$ cat src/sv/pts_pkg.sv
// ----------------------------------------------------------------------------
// pts_pkg
// Types, character codes and tag prefix table for the tag stripper.
// ----------------------------------------------------------------------------
package pts_pkg;

    localparam int OFFSET_BITS_DEF = 24;
    localparam int PREFIX_LEN_DEF  = 6;

    localparam logic [15:0] CH_LT    = 16'h003C;
    localparam logic [15:0] CH_GT    = 16'h003E;
    localparam logic [15:0] CH_SPACE = 16'h0020;
    localparam logic [15:0] CH_NL    = 16'h000A;
    localparam logic [15:0] CH_US    = 16'h005F;
    localparam logic [15:0] CH_P     = 16'h0070;
    localparam logic [15:0] CH_D     = 16'h0064;
    localparam logic [15:0] CH_F     = 16'h0066;
    localparam logic [15:0] CH_NUL   = 16'h0000;

    typedef struct packed {
        logic [15:0] text_char;
        logic        end_of_text;
    } in_t;

    typedef struct packed {
        logic [15:0] kept_char;
        logic [23:0] source_offset;
        logic        has_char;
        logic        run_last;
        logic        text_done;
    } out_t;

    typedef struct packed {
        logic load;
        logic eot;
    } batch_ctl_t;

    // Tag prefix "<_pdf " padded with NUL.
    function automatic logic [15:0] tag_char(input int idx);
        logic [15:0] c;
        case (idx)
            0:       c = CH_LT;
            1:       c = CH_US;
            2:       c = CH_P;
            3:       c = CH_D;
            4:       c = CH_F;
            5:       c = CH_SPACE;
            default: c = CH_NUL;
        endcase
        return c;
    endfunction

    // True when the prefix shifted by 'shift' agrees with its own head for 'len' chars.
    function automatic logic self_match(input int shift, input int len);
        logic ok;
        ok = 1'b1;
        for (int j = 0; j < 16; j++) begin
            if (j < len && tag_char(shift + j) != tag_char(j)) begin
                ok = 1'b0;
            end
        end
        return ok;
    endfunction

endpackage

$ cat src/sv/pts_window.sv
// ----------------------------------------------------------------------------
// pts_window
// Lookahead window and tag tracking: turns each accepted char into a batch
// of released chars with their source offsets.
// ----------------------------------------------------------------------------
module pts_window #(
    parameter int OFFSET_BITS = pts_pkg::OFFSET_BITS_DEF,
    parameter int PREFIX_LEN  = pts_pkg::PREFIX_LEN_DEF
) (
    input  logic                                aclk,
    input  logic                                aresetn,
    input  logic                                acc,
    input  pts_pkg::in_t                        in_data,
    output pts_pkg::batch_ctl_t                 ld_ctl,
    output logic [$clog2(PREFIX_LEN+1)-1:0]     ld_cnt,
    output logic [15:0]                         ld_chars [PREFIX_LEN],
    output logic [OFFSET_BITS-1:0]              ld_offs  [PREFIX_LEN]
);

    localparam int BW = $clog2(PREFIX_LEN + 1);
    localparam int CW = (PREFIX_LEN > 1) ? $clog2(PREFIX_LEN) : 1;

    logic [CW-1:0]          cnt_reg, cnt_next;
    logic                   inside_reg, inside_next;
    logic [OFFSET_BITS-1:0] ioff_reg, ioff_next;
    logic [OFFSET_BITS-1:0] woff_reg  [PREFIX_LEN];
    logic [OFFSET_BITS-1:0] woff_next [PREFIX_LEN];
    logic [OFFSET_BITS-1:0] wo        [PREFIX_LEN];

    logic [15:0]            ch;
    logic                   eot;
    logic [BW-1:0]          n;
    logic [BW-1:0]          sel;
    logic [BW-1:0]          npop;
    logic [PREFIX_LEN-1:0]  ok;
    logic                   enter;

    assign ch  = in_data.text_char;
    assign eot = in_data.end_of_text;

    always_comb begin
        n  = BW'(cnt_reg) + BW'(1);
        ok = '0;
        // Window head is always a prefix of the tag; only the new char varies.
        for (int s = 0; s < PREFIX_LEN; s++) begin
            for (int cv = 0; cv < PREFIX_LEN; cv++) begin
                if (s <= cv && pts_pkg::self_match(s, cv - s) && cnt_reg == CW'(cv)
                    && ch == pts_pkg::tag_char(cv - s)) begin
                    ok[s] = 1'b1;
                end
            end
        end
        // Smallest shift that leaves a matching window; the rest is released.
        sel = n;
        for (int s = PREFIX_LEN - 1; s >= 0; s--) begin
            if (ok[s]) begin
                sel = BW'(s);
            end
        end
        enter = ok[0] && (cnt_reg == CW'(PREFIX_LEN - 1));

        for (int j = 0; j < PREFIX_LEN; j++) begin
            if (j < int'(cnt_reg)) begin
                wo[j]       = woff_reg[j];
                ld_chars[j] = pts_pkg::tag_char(j);
            end else begin
                wo[j]       = ioff_reg;
                ld_chars[j] = ch;
            end
        end
        ld_offs = wo;

        for (int k = 0; k < PREFIX_LEN; k++) begin
            woff_next[k] = woff_reg[k];
            for (int sv = 0; sv < PREFIX_LEN - k; sv++) begin
                if (int'(sel) == sv) begin
                    woff_next[k] = wo[k + sv];
                end
            end
        end

        if (inside_reg) begin
            npop = '0;
        end else if (eot && !enter) begin
            npop = n;
        end else begin
            npop = sel;
        end

        if (ioff_reg != {OFFSET_BITS{1'b1}}) begin
            ioff_next = ioff_reg + OFFSET_BITS'(1);
        end else begin
            ioff_next = ioff_reg;
        end

        if (inside_reg) begin
            inside_next = (ch != pts_pkg::CH_GT);
            cnt_next    = '0;
        end else if (enter) begin
            inside_next = 1'b1;
            cnt_next    = '0;
        end else begin
            inside_next = 1'b0;
            cnt_next    = CW'(n - sel);
        end

        // End of text returns the window to its reset state.
        if (eot) begin
            inside_next = 1'b0;
            cnt_next    = '0;
            ioff_next   = '0;
        end
    end

    assign ld_cnt      = npop;
    assign ld_ctl.load = acc && (npop != '0 || eot);
    assign ld_ctl.eot  = eot;

    always_ff @(posedge aclk) begin
        if (!aresetn) begin
            cnt_reg    <= '0;
            inside_reg <= 1'b0;
            ioff_reg   <= '0;
        end else if (acc) begin
            cnt_reg    <= cnt_next;
            inside_reg <= inside_next;
            ioff_reg   <= ioff_next;
            woff_reg   <= woff_next;
        end
    end

endmodule

$ cat src/sv/pts_emit.sv
// ----------------------------------------------------------------------------
// pts_emit
// Batch drain: applies held-space rules one char per cycle unless the result
// channel stalls; drives the registered result channel with last and done flags.
// ----------------------------------------------------------------------------
module pts_emit #(
    parameter int OFFSET_BITS = pts_pkg::OFFSET_BITS_DEF,
    parameter int PREFIX_LEN  = pts_pkg::PREFIX_LEN_DEF
) (
    input  logic                                aclk,
    input  logic                                aresetn,
    input  pts_pkg::batch_ctl_t                 ld_ctl,
    input  logic [$clog2(PREFIX_LEN+1)-1:0]     ld_cnt,
    input  logic [15:0]                         ld_chars [PREFIX_LEN],
    input  logic [OFFSET_BITS-1:0]              ld_offs  [PREFIX_LEN],
    output logic                                take,
    output logic                                m_valid,
    input  logic                                m_ready,
    output pts_pkg::out_t                       m_data
);

    localparam int BW       = $clog2(PREFIX_LEN + 1);
    localparam int CW       = (PREFIX_LEN > 1) ? $clog2(PREFIX_LEN) : 1;
    localparam int TAIL_IDX = (PREFIX_LEN > 1) ? 1 : 0;

    logic                   bvld_reg;
    logic                   beot_reg;
    logic [BW-1:0]          bcnt_reg;
    logic [15:0]            bch_reg  [PREFIX_LEN];
    logic [OFFSET_BITS-1:0] boff_reg [PREFIX_LEN];
    logic                   sp_reg, sp_next;
    logic [OFFSET_BITS-1:0] spoff_reg, spoff_next;
    logic                   mvld_reg;
    pts_pkg::out_t          mdat_reg;

    logic [15:0]            head;
    logic [OFFSET_BITS-1:0] hoff;
    logic                   has_head;
    logic                   emit, e_has, consume;
    logic [15:0]            e_char;
    logic [OFFSET_BITS-1:0] e_off;
    logic [BW-1:0]          rem, nsp, lidx_full;
    logic                   any_ns, last_sp, r_empty, final_pend, more, tail, finish, adv;

    assign head      = bch_reg[0];
    assign hoff      = boff_reg[0];
    assign has_head  = (bcnt_reg != '0);
    assign lidx_full = bcnt_reg - BW'(1);

    always_comb begin
        emit       = 1'b0;
        e_has      = 1'b1;
        consume    = 1'b0;
        e_char     = pts_pkg::CH_NUL;
        e_off      = '0;
        sp_next    = sp_reg;
        spoff_next = spoff_reg;

        if (has_head) begin
            if (head == pts_pkg::CH_SPACE) begin
                consume    = 1'b1;
                emit       = sp_reg;
                e_char     = pts_pkg::CH_SPACE;
                e_off      = spoff_reg;
                sp_next    = 1'b1;
                spoff_next = hoff;
            end else if (head == pts_pkg::CH_NL) begin
                consume = 1'b1;
                emit    = 1'b1;
                e_char  = head;
                e_off   = hoff;
                sp_next = 1'b0;
            end else if (sp_reg) begin
                // release the held space first, keep the char for the next step
                emit    = 1'b1;
                e_char  = pts_pkg::CH_SPACE;
                e_off   = spoff_reg;
                sp_next = 1'b0;
            end else begin
                consume = 1'b1;
                emit    = 1'b1;
                e_char  = head;
                e_off   = hoff;
            end
        end else begin
            // end of text step: held space or empty marker
            emit    = 1'b1;
            sp_next = 1'b0;
            if (sp_reg) begin
                e_char = pts_pkg::CH_SPACE;
                e_off  = spoff_reg;
            end else begin
                e_has = 1'b0;
            end
        end

        rem    = bcnt_reg - BW'(consume);
        any_ns = 1'b0;
        nsp    = '0;
        for (int i = 0; i < PREFIX_LEN; i++) begin
            if (i >= int'(consume) && i < int'(bcnt_reg)) begin
                if (bch_reg[i] != pts_pkg::CH_SPACE) begin
                    any_ns = 1'b1;
                end else begin
                    nsp = nsp + BW'(1);
                end
            end
        end
        last_sp    = has_head && (bch_reg[lidx_full[CW-1:0]] == pts_pkg::CH_SPACE);
        r_empty    = (rem == '0);
        final_pend = r_empty ? sp_next : last_sp;
        more       = has_head && (any_ns || nsp >= BW'(2) || (nsp == BW'(1) && sp_next)
                     || (beot_reg && final_pend));
        // a lone trailing space emits nothing now: hold it for the next batch
        tail       = emit && !more && !r_empty;
        finish     = emit ? !more : (r_empty && !beot_reg);

        if (tail) begin
            sp_next    = 1'b1;
            spoff_next = boff_reg[TAIL_IDX];
        end
        if (finish && beot_reg) begin
            sp_next = 1'b0;
        end
    end

    assign adv  = bvld_reg && (!mvld_reg || m_ready);
    assign take = !bvld_reg || (adv && finish);

    always_ff @(posedge aclk) begin
        if (!aresetn) begin
            bvld_reg  <= 1'b0;
            beot_reg  <= 1'b0;
            bcnt_reg  <= '0;
            sp_reg    <= 1'b0;
            spoff_reg <= '0;
            mvld_reg  <= 1'b0;
        end else begin
            if (adv && emit) begin
                mvld_reg <= 1'b1;
            end else if (m_ready) begin
                mvld_reg <= 1'b0;
            end
            if (adv) begin
                sp_reg    <= sp_next;
                spoff_reg <= spoff_next;
                if (consume) begin
                    bcnt_reg <= rem;
                    for (int i = 0; i < PREFIX_LEN - 1; i++) begin
                        bch_reg[i]  <= bch_reg[i + 1];
                        boff_reg[i] <= boff_reg[i + 1];
                    end
                end
                if (emit) begin
                    mdat_reg.kept_char     <= e_char;
                    mdat_reg.source_offset <= 24'(e_off);
                    mdat_reg.has_char      <= e_has;
                    mdat_reg.run_last      <= !more;
                    mdat_reg.text_done     <= beot_reg && !more;
                end
                if (finish) begin
                    bvld_reg <= 1'b0;
                end
            end
            // load wins over drain of the finishing batch
            if (ld_ctl.load) begin
                bvld_reg <= 1'b1;
                beot_reg <= ld_ctl.eot;
                bcnt_reg <= ld_cnt;
                bch_reg  <= ld_chars;
                boff_reg <= ld_offs;
            end
        end
    end

    assign m_valid = mvld_reg;
    assign m_data  = mdat_reg;

endmodule

$ cat src/sv/pdf_tag_stripper.sv
// ----------------------------------------------------------------------------
// pdf_tag_stripper
// Streaming remover of "<_pdf ...>" markers with held-space cleanup.
// ----------------------------------------------------------------------------
// Input channel s_*: one UTF-16 code unit per item, end_of_text on the last.
// Result channel m_*: kept code units with their offsets in the source text;
// run_last flags the last result of an input item, text_done the last one of
// the text, and an item with has_char 0 is the empty end marker.
// The first result of an item passes through the batch register and then the
// result register. Throughput: the drain stage delivers one result per cycle
// while the receiver does not stall. An end of text that releases only a held
// space or the empty marker still takes a drain step for that result. Items
// that release nothing do not occupy the drain stage once it is free. The
// drain stage holds one batch of up to PREFIX_LEN released chars; the next
// item is accepted in the cycle that batch completes.
// When the receiver stalls, the result register holds and the drain stage
// stops; s_ready drops once a new batch cannot be taken.
// Reset (aresetn low, synchronous) clears the window, tag state, offset
// counter, held space and both valid flags; no results are pending after it.
// ----------------------------------------------------------------------------
module pdf_tag_stripper #(
    parameter int OFFSET_BITS = pts_pkg::OFFSET_BITS_DEF,
    parameter int PREFIX_LEN  = pts_pkg::PREFIX_LEN_DEF
) (
    input  logic           aclk,
    input  logic           aresetn,
    input  logic           s_valid,
    output logic           s_ready,
    input  pts_pkg::in_t   s_data,
    output logic           m_valid,
    input  logic           m_ready,
    output pts_pkg::out_t  m_data
);

    localparam int BW = $clog2(PREFIX_LEN + 1);

    pts_pkg::batch_ctl_t    ld_ctl;
    logic [BW-1:0]          ld_cnt;
    logic [15:0]            ld_chars [PREFIX_LEN];
    logic [OFFSET_BITS-1:0] ld_offs  [PREFIX_LEN];
    logic                   take;
    logic                   acc;

    assign s_ready = take;
    assign acc     = s_valid && take;

    pts_window #(
        .OFFSET_BITS (OFFSET_BITS),
        .PREFIX_LEN  (PREFIX_LEN)
    ) u_window (
        .aclk     (aclk),
        .aresetn  (aresetn),
        .acc      (acc),
        .in_data  (s_data),
        .ld_ctl   (ld_ctl),
        .ld_cnt   (ld_cnt),
        .ld_chars (ld_chars),
        .ld_offs  (ld_offs)
    );

    pts_emit #(
        .OFFSET_BITS (OFFSET_BITS),
        .PREFIX_LEN  (PREFIX_LEN)
    ) u_emit (
        .aclk     (aclk),
        .aresetn  (aresetn),
        .ld_ctl   (ld_ctl),
        .ld_cnt   (ld_cnt),
        .ld_chars (ld_chars),
        .ld_offs  (ld_offs),
        .take     (take),
        .m_valid  (m_valid),
        .m_ready  (m_ready),
        .m_data   (m_data)
    );

endmodule

$ cat config.mk
export PLATFORM = sky130hd
export DESIGN_NAME = pdf_tag_stripper
export DESIGN_NICKNAME = d
export VERILOG_FILES = /design/src/sv/pts_pkg.sv /design/src/sv/pts_window.sv /design/src/sv/pts_emit.sv /design/src/sv/pdf_tag_stripper.sv
export SDC_FILE = /design/constraint.sdc
export NUM_CORES = 1
export LEC_CHECK = 0
export BUFFER_PORTS_ARGS = -buffer_cell sky130_fd_sc_hd__buf_2
export CAP_MARGIN = 20
export CORE_MARGIN = 4
export CORE_UTILIZATION = 40
export DETAILED_ROUTE_END_ITERATION = 7
export MAX_ROUTING_LAYER = met4
export SLEW_MARGIN = 20
export SYNTH_ARGS = -nofsm -noshare
export SYNTH_HDL_FRONTEND = slang
export SYNTH_SLANG_ARGS = --single-unit
$ cat constraint.sdc
create_clock -name aclk -period 21.2 [get_ports aclk]
set_input_delay 3.18 -clock aclk [delete_from_list [all_inputs] [get_ports aclk]]
set_output_delay 3.18 -clock aclk [all_outputs]
set_load 0.005 [all_outputs]
==> results of run 1 <==
==> power groups by stage <==
stage / combinational (W) / sequential [W] / clock, W
floorplan: 0.000146 / 0.00116 / 0
global placement: 0.000204 / 0.00116 / 0
detailed placement: 0.000208 / 0.00116 / 0
CTS: 0.000208 / 0.00114 / 0.000951
global route: 0.000229 / 0.00115 / 0.000995
finish: 0.000210 / 0.00114 / 0.000935
==> logic make-up after synthesis <==
logic type | after synthesis | synth area share, %
compound gates | 755 | 18.6
xor+xnor | 13 | 0.543
simple gates | 684 | 12.2
flops | 486 | 53.3
buf+inv | 345 | 5.22
mux | 232 | 9.35
fa+ha+maj | 14 | 0.696
==> routing by layer <==
metal / wire (µm) / GRT usage, % / up-vias
li1: - / - / 9509
met1: 34800 / 32.6 / 10300
met2: 37100 / 35.2 / 1165
met3: 8470 / 4.77 / 143
met4: 2010 / 6.34 / 0
met5: 0 / - / -
==> cell usage in the layout, fill, tap and decap left out, types with 17 or more instances in the layout <==
cell	Yosys	layout
and2_1	19	17
buf_4	4	50
o211ai_1	39	39
nor2_1	126	121
o221ai_1	42	42
a2111oi_0	38	38
o21ai_0	111	109
nor4_1	19	19
nor3_1	47	46
nand4_1	18	18
dfxtp_1	59	58
buf_2	31	64
clkbuf_16	0	53
nand3_1	38	37
a21oi_1	202	197
a221oi_1	21	20
edfxtp_1	427	427
a22o_1	25	25
and3_1	20	19
a31oi_1	160	160
a21boi_0	20	20
nand2_1	310	307
inv_1	113	112
mux2_2	106	106
mux2i_1	126	126
==> worst max-delay path, delay by kind of cell (launching register included) <==
family	cells	cell delay [ns]
and+or+nand+nor	10	2.45
adders and majority gates	4	1.08
AOI/OAI and AO/OA	5	0.80
buffers and inverters	3	0.64
xor gates and xnor gates	2	0.58
DFF	1	0.40
==> final cells by class <==
type	count	area (µm²)	area share, %
repair buffers	114	696	2.40
diodes	2	5.00	0.0173
inverters	116	438	1.51
clock buffers	71	1460	5.05
flip-flops and latches	486	14000	48.3
well taps	855	1070	3.69
multi-input cells	1698	11000	38.1
clock inverters	28	284	0.980
==> path summary, 6_finish.rpt <==
| kind | from | end | slack, ns | depth (start not counted) |
|---|---|---|---|---|
| hold / removal | u_emit.spoff_reg[13]$_SDFFE_PN0P_ | u_emit.spoff_reg[13]$_SDFFE_PN0P_ | 0.53 | 2 |
| setup reg to reg | u_emit.head[13]$_DFFE_PP_ | u_emit.boff_reg[28]$_DFFE_PP_ | 12.36 | 27 |
| setup / recovery | u_emit.head[13]$_DFFE_PP_ | s_ready | 11.44 | 24 |
| hold reg to reg | u_emit.spoff_reg[13]$_SDFFE_PN0P_ | u_emit.spoff_reg[13]$_SDFFE_PN0P_ | 0.53 | 2 |
==> through the flow <==
| step | utilization (%) | power (W) | setup WS [ns] | cell area (µm²) | std cells |
|---|---|---|---|---|---|
| after floorplan | - | 0.00130 | 10.24 | 26300 | 2529 |
| after global placement | 42.1 | 0.00137 | 11.62 | 27200 | 3269 |
| after detailed placement | 42.1 | 0.00137 | 11.50 | 27200 | 3269 |
| after CTS | 44.8 | 0.00230 | 11.42 | 29000 | 3368 |
| after global routing | 44.8 | 0.00237 | 10.99 | 29000 | 3369 |
| final | 44.8 | 0.00229 | 11.44 | 29000 | 3370 |
==> reports/metrics.cfg, run 1 <==
[sta]
worst_slew_pin_slew_ns=1.13
fmax_mhz=102
report.final.slew_viol_count=0
period_minus_slack_ns=9.76
rsz0062_at_grt=false
clock_skew_ns=0.0606
whs_ns=0.529
setup_viol=0
min_period_over_period_pct=46.0
max-slew-margin-rel_pct=24.6
finalSetupTns_ns=0
hold_viol=0

[grt]
grt_pass1_vias=19800
overflow=0
grt_use_total_pct=23.4
antenna_found_initial=1
grt_pass1_wl_mm=125
grt_max_degree=73

[clocking]
cts_max_path_buffers=3
cts_tree=done
clkSlewWorstSetupHoldPaths_ns=0.06
hold_buffers=0
clk_latency_ns=0.64
htree_num_levels=2
ctsResizeCount=0
cts_root_buf=clkbuf_16
cts_buffers=53
clock_sinks=486
post_cts_buffers=0

[logic_synthesis]
synth_common_cells=edfxtp_1, nand2_1, a21oi_1
synth_area_leader_cell=edfxtp_1
ys_seq_area_share_pct=53.3
ys.flop_type=edfxtp_1
synth_area_um2=26300
ys_types=79
synth_edf_count=427
ys_async_sr_fraction_pct=0
synthesis.nets=2564
synthTopCellsByArea=edfxtp_1, mux2i_1, mux2_2
syn_area_per_cell_um2=10.4
synth_most_common_cell=edfxtp_1
ys_ff_latch=486
syn_inst=2529
yosys_warnings=0
synth_top_area_share_pct=48.8

[placement]
gp_congestion=0.910
hpwl_mm=49.9
io_buffers=65

[run_status]
status=finished, violations left
failed_checks=design-rule violations

[drt]
dr.pass1.iters=8
wirelength_mm=82.4
vias_per_cell=6.25
drc=2
wl_per_cell_um=24.4
initialDrtViolationCount=2729
postRouteAntennaNets=0
vias=21100

[setup_path]
end_kind=output port
cp_slowest_cell=nor4_1
cp-start-kind=flop
crit_chain=nor4_1 > nand4b_1 > nor4b_1 > and2_1 > ha_1 > o21ai_0 > o21ai_0 > ha_1 > nand3_1 > o211ai_1 > a22o_1 > ha_1 > nor2_1 > nor2_1 > ha_1 > nand3_1 > nor2_1 > xor3_1 > xor2_1 > and3_4 > a41oi_2 > buf_4 > inv_4 > buf_2
cp_slowest_stage_delay_ns=0.72
critPathKind=flop to output port
cp_common_cell=ha_1
worstPathMaxFanout=39
worstPathArrival_ns=6.58
required_ns=18.02

[cells_and_area]
area_growth_pct=10.4
largest_register_ffs=144
fillCellCount=5976
drive_gt1_share_pct=13.6
nNetsFinal=2504

[power_and_ir_drop]
cellPowerDensity_nw_per_um2=79.0
ir_drop_mv=0.0617
cellLeakagePower_nw=10.9
swShare_pct=24.9
internal_power_w=0.00172
power_frac_clock_pct=40.8
switchingPower_w=0.000570
seqPwrFrac_pct=50.0
combPwrFrac_pct=9.2

[floorplan]
die_area_um2=69800
start_util_pct=40.6
die_x_um=264
rows=93
die_h_um=264
io_pins=66
core_um2=64700

[flow_run]
cap_violations=0

[hold_path]
hp-class=flop to flop

Note: power is estimated with default switching activity, not from simulation.
==> inputs of run 2 (changes only) <==
- clock period: 21.2 -> 10.05 ns (I/O delays scaled with it)
==> reports/metrics.cfg, run 2 (synthesis gave the netlist of run 1 again) <==
[sta]
period_minus_slack_ns=8.40
min_period_over_period_pct=83.6
max-slew-margin-rel_pct=24.4
rsz0062_at_grt=false
finalSetupTns_ns=0
setup_viol=0
clock_skew_ns=0.0442
worst_slew_pin_slew_ns=1.13
hold_viol=0
fmax_mhz=119
report.final.slew_viol_count=0

[floorplan]
core_um2=64700
io_pins=66
start_util_pct=40.6
die_x_um=264
rows=93
die_area_um2=69800
die_h_um=264

[setup_path]
critPathTopFamily=simple AND/OR/NAND/NOR gates
required_ns=8.54
cp_slowest_cell=nor4_1
critPathKind=flop to output port
startpoint=u_emit.head[4]$_DFFE_PP_
worstPathArrival_ns=6.89
worst-r2r-cell-count=26
cp_slowest_stage_delay_ns=0.75
end_kind=output port
worstPathMaxFanout=44
rrSetupSlack_ns=1.70
cp-start-kind=flop
cp.depth=24
timing.rr.start=u_emit.head[4]$_DFFE_PP_
critPathCapture=s_ready
cp_common_cell=ha_1
crit_chain=nor4_1 > nand4b_1 > nor4b_1 > and2_1 > ha_1 > o21ai_0 > o21ai_0 > ha_1 > nand3_1 > o211ai_1 > a22o_1 > ha_1 > nor2_1 > nor2_1 > ha_1 > nand3_1 > nor2_1 > xor3_1 > xor2_1 > and3_4 > a41oi_2 > buf_4 > inv_4 > buf_2
crit_buf_inv=3
reg2reg_to=u_emit.boff_reg[51]$_DFFE_PP_

[cells_and_area]
largest_register_ffs=144
diodes=0
final_common_cell=edfxtp_1
area_growth_pct=10.5
nNetsFinal=2500
final_cell_mix=edfxtp_1, nand2_1, a21oi_1, a31oi_1, mux2i_1
drive_gt1_share_pct=13.2
final_core_util_pct=44.8

[grt]
grt_pass1_wl_mm=124
grt_use_total_pct=23.0
overflow=0
grt_max_degree=122
antenna_found_initial=0
grt_pass1_vias=19800

[clocking]
htree_num_levels=2
clkSlewWorstSetupHoldPaths_ns=0.06
clk_latency_ns=0.62
post_cts_buffers=0
cts_tree=done
cts_root_buf=clkbuf_16
cts_max_path_buffers=3
hold_buffers=0
clock_sinks=486
ctsResizeCount=0
cts_buffers=53

[hold_path]
hp-class=flop to flop

[drt]
drc=0
postRouteAntennaNets=0
initialDrtViolationCount=2517
dr.pass1.iters=6
vias_per_cell=6.31
wirelength_mm=81.3
wl_per_cell_um=24.2
vias=21200

[placement]
io_buffers=65
hpwl_mm=49.1
gp_congestion=0.920

[run_status]
status=finished, final reports clean

[power_and_ir_drop]
cellPowerDensity_nw_per_um2=167
cellLeakagePower_nw=10.9
ir_drop_mv=0.117

[flow_run]
cap_violations=0

==> run 2: cell count changes in the layout (fill, tap and decap cells not counted), sizes merged <==
cell / change
clkinv: -4
buf: -4
clkbuf: -1
bufinv: +2
clkinvlp: +2
diode: -2
==> run 2: tightest hold or removal path: cells and delay by family (launching register included) <==
family,cells,cell delay [ns]
DFF,1,0.31
AOI/OAI and AO/OA,2,0.17
==> run 2: layout make-up <==
type / count / area, µm²
fillers: 6086 / 35700
flip-flops and latches: 486 / 14000
multi-input cells: 1698 / 11000
clock buffers: 70 / 1450
well taps: 855 / 1070
repair buffers: 110 / 703
inverters: 116 / 438
clock inverters: 28 / 323
==> run 2: through the flow <==
stage	hold WS (ns)	power, W	setup slack [ns]	cell area (µm²)	std cells
after floorplan	0.474	0.00274	1.96	26300	2529
after global placement	0.516	0.00287	1.96	27200	3265
after detailed placement	0.525	0.00289	1.76	27200	3265
after CTS	0.532	0.00487	1.59	29000	3363
after global routing	0.553	0.00502	1.04	29000	3363
final	0.532	0.00485	1.65	29000	3363
==> run 2: where the power goes <==
group	switching, W	internal (W)
clock	0.000823	0.00117
combinational	0.000288	0.000149
sequential	0.0000651	0.00235
total	0.00118	0.00367
==> run 2: layer usage <==
layer  wire length [µm]  GRT usage [%]
met1              34700           31.9
met2              36100           34.4
met3               8310           4.69
met4               2150           6.25
met5                  0              -
==> run 2: how the worst min path moves through the flow <==
stage                                                  from                                end  slack (ns)  cells past startpoint
after floorplan                u_emit.beot_reg$_SDFFE_PN0N_       u_emit.beot_reg$_SDFFE_PN0N_        0.47                      2
after global placement    u_emit.spoff_reg[15]$_SDFFE_PN0P_  u_emit.spoff_reg[15]$_SDFFE_PN0P_        0.52                      2
after detailed placement  u_emit.spoff_reg[11]$_SDFFE_PN0P_  u_emit.spoff_reg[11]$_SDFFE_PN0P_        0.52                      2
after CTS                 u_emit.spoff_reg[11]$_SDFFE_PN0P_  u_emit.spoff_reg[11]$_SDFFE_PN0P_        0.53                      2
after global routing           u_emit.boff_reg[3]$_DFFE_PP_      u_emit.boff_reg[27]$_DFFE_PP_        0.55                      1
final                     u_emit.spoff_reg[11]$_SDFFE_PN0P_  u_emit.spoff_reg[11]$_SDFFE_PN0P_        0.53                      2
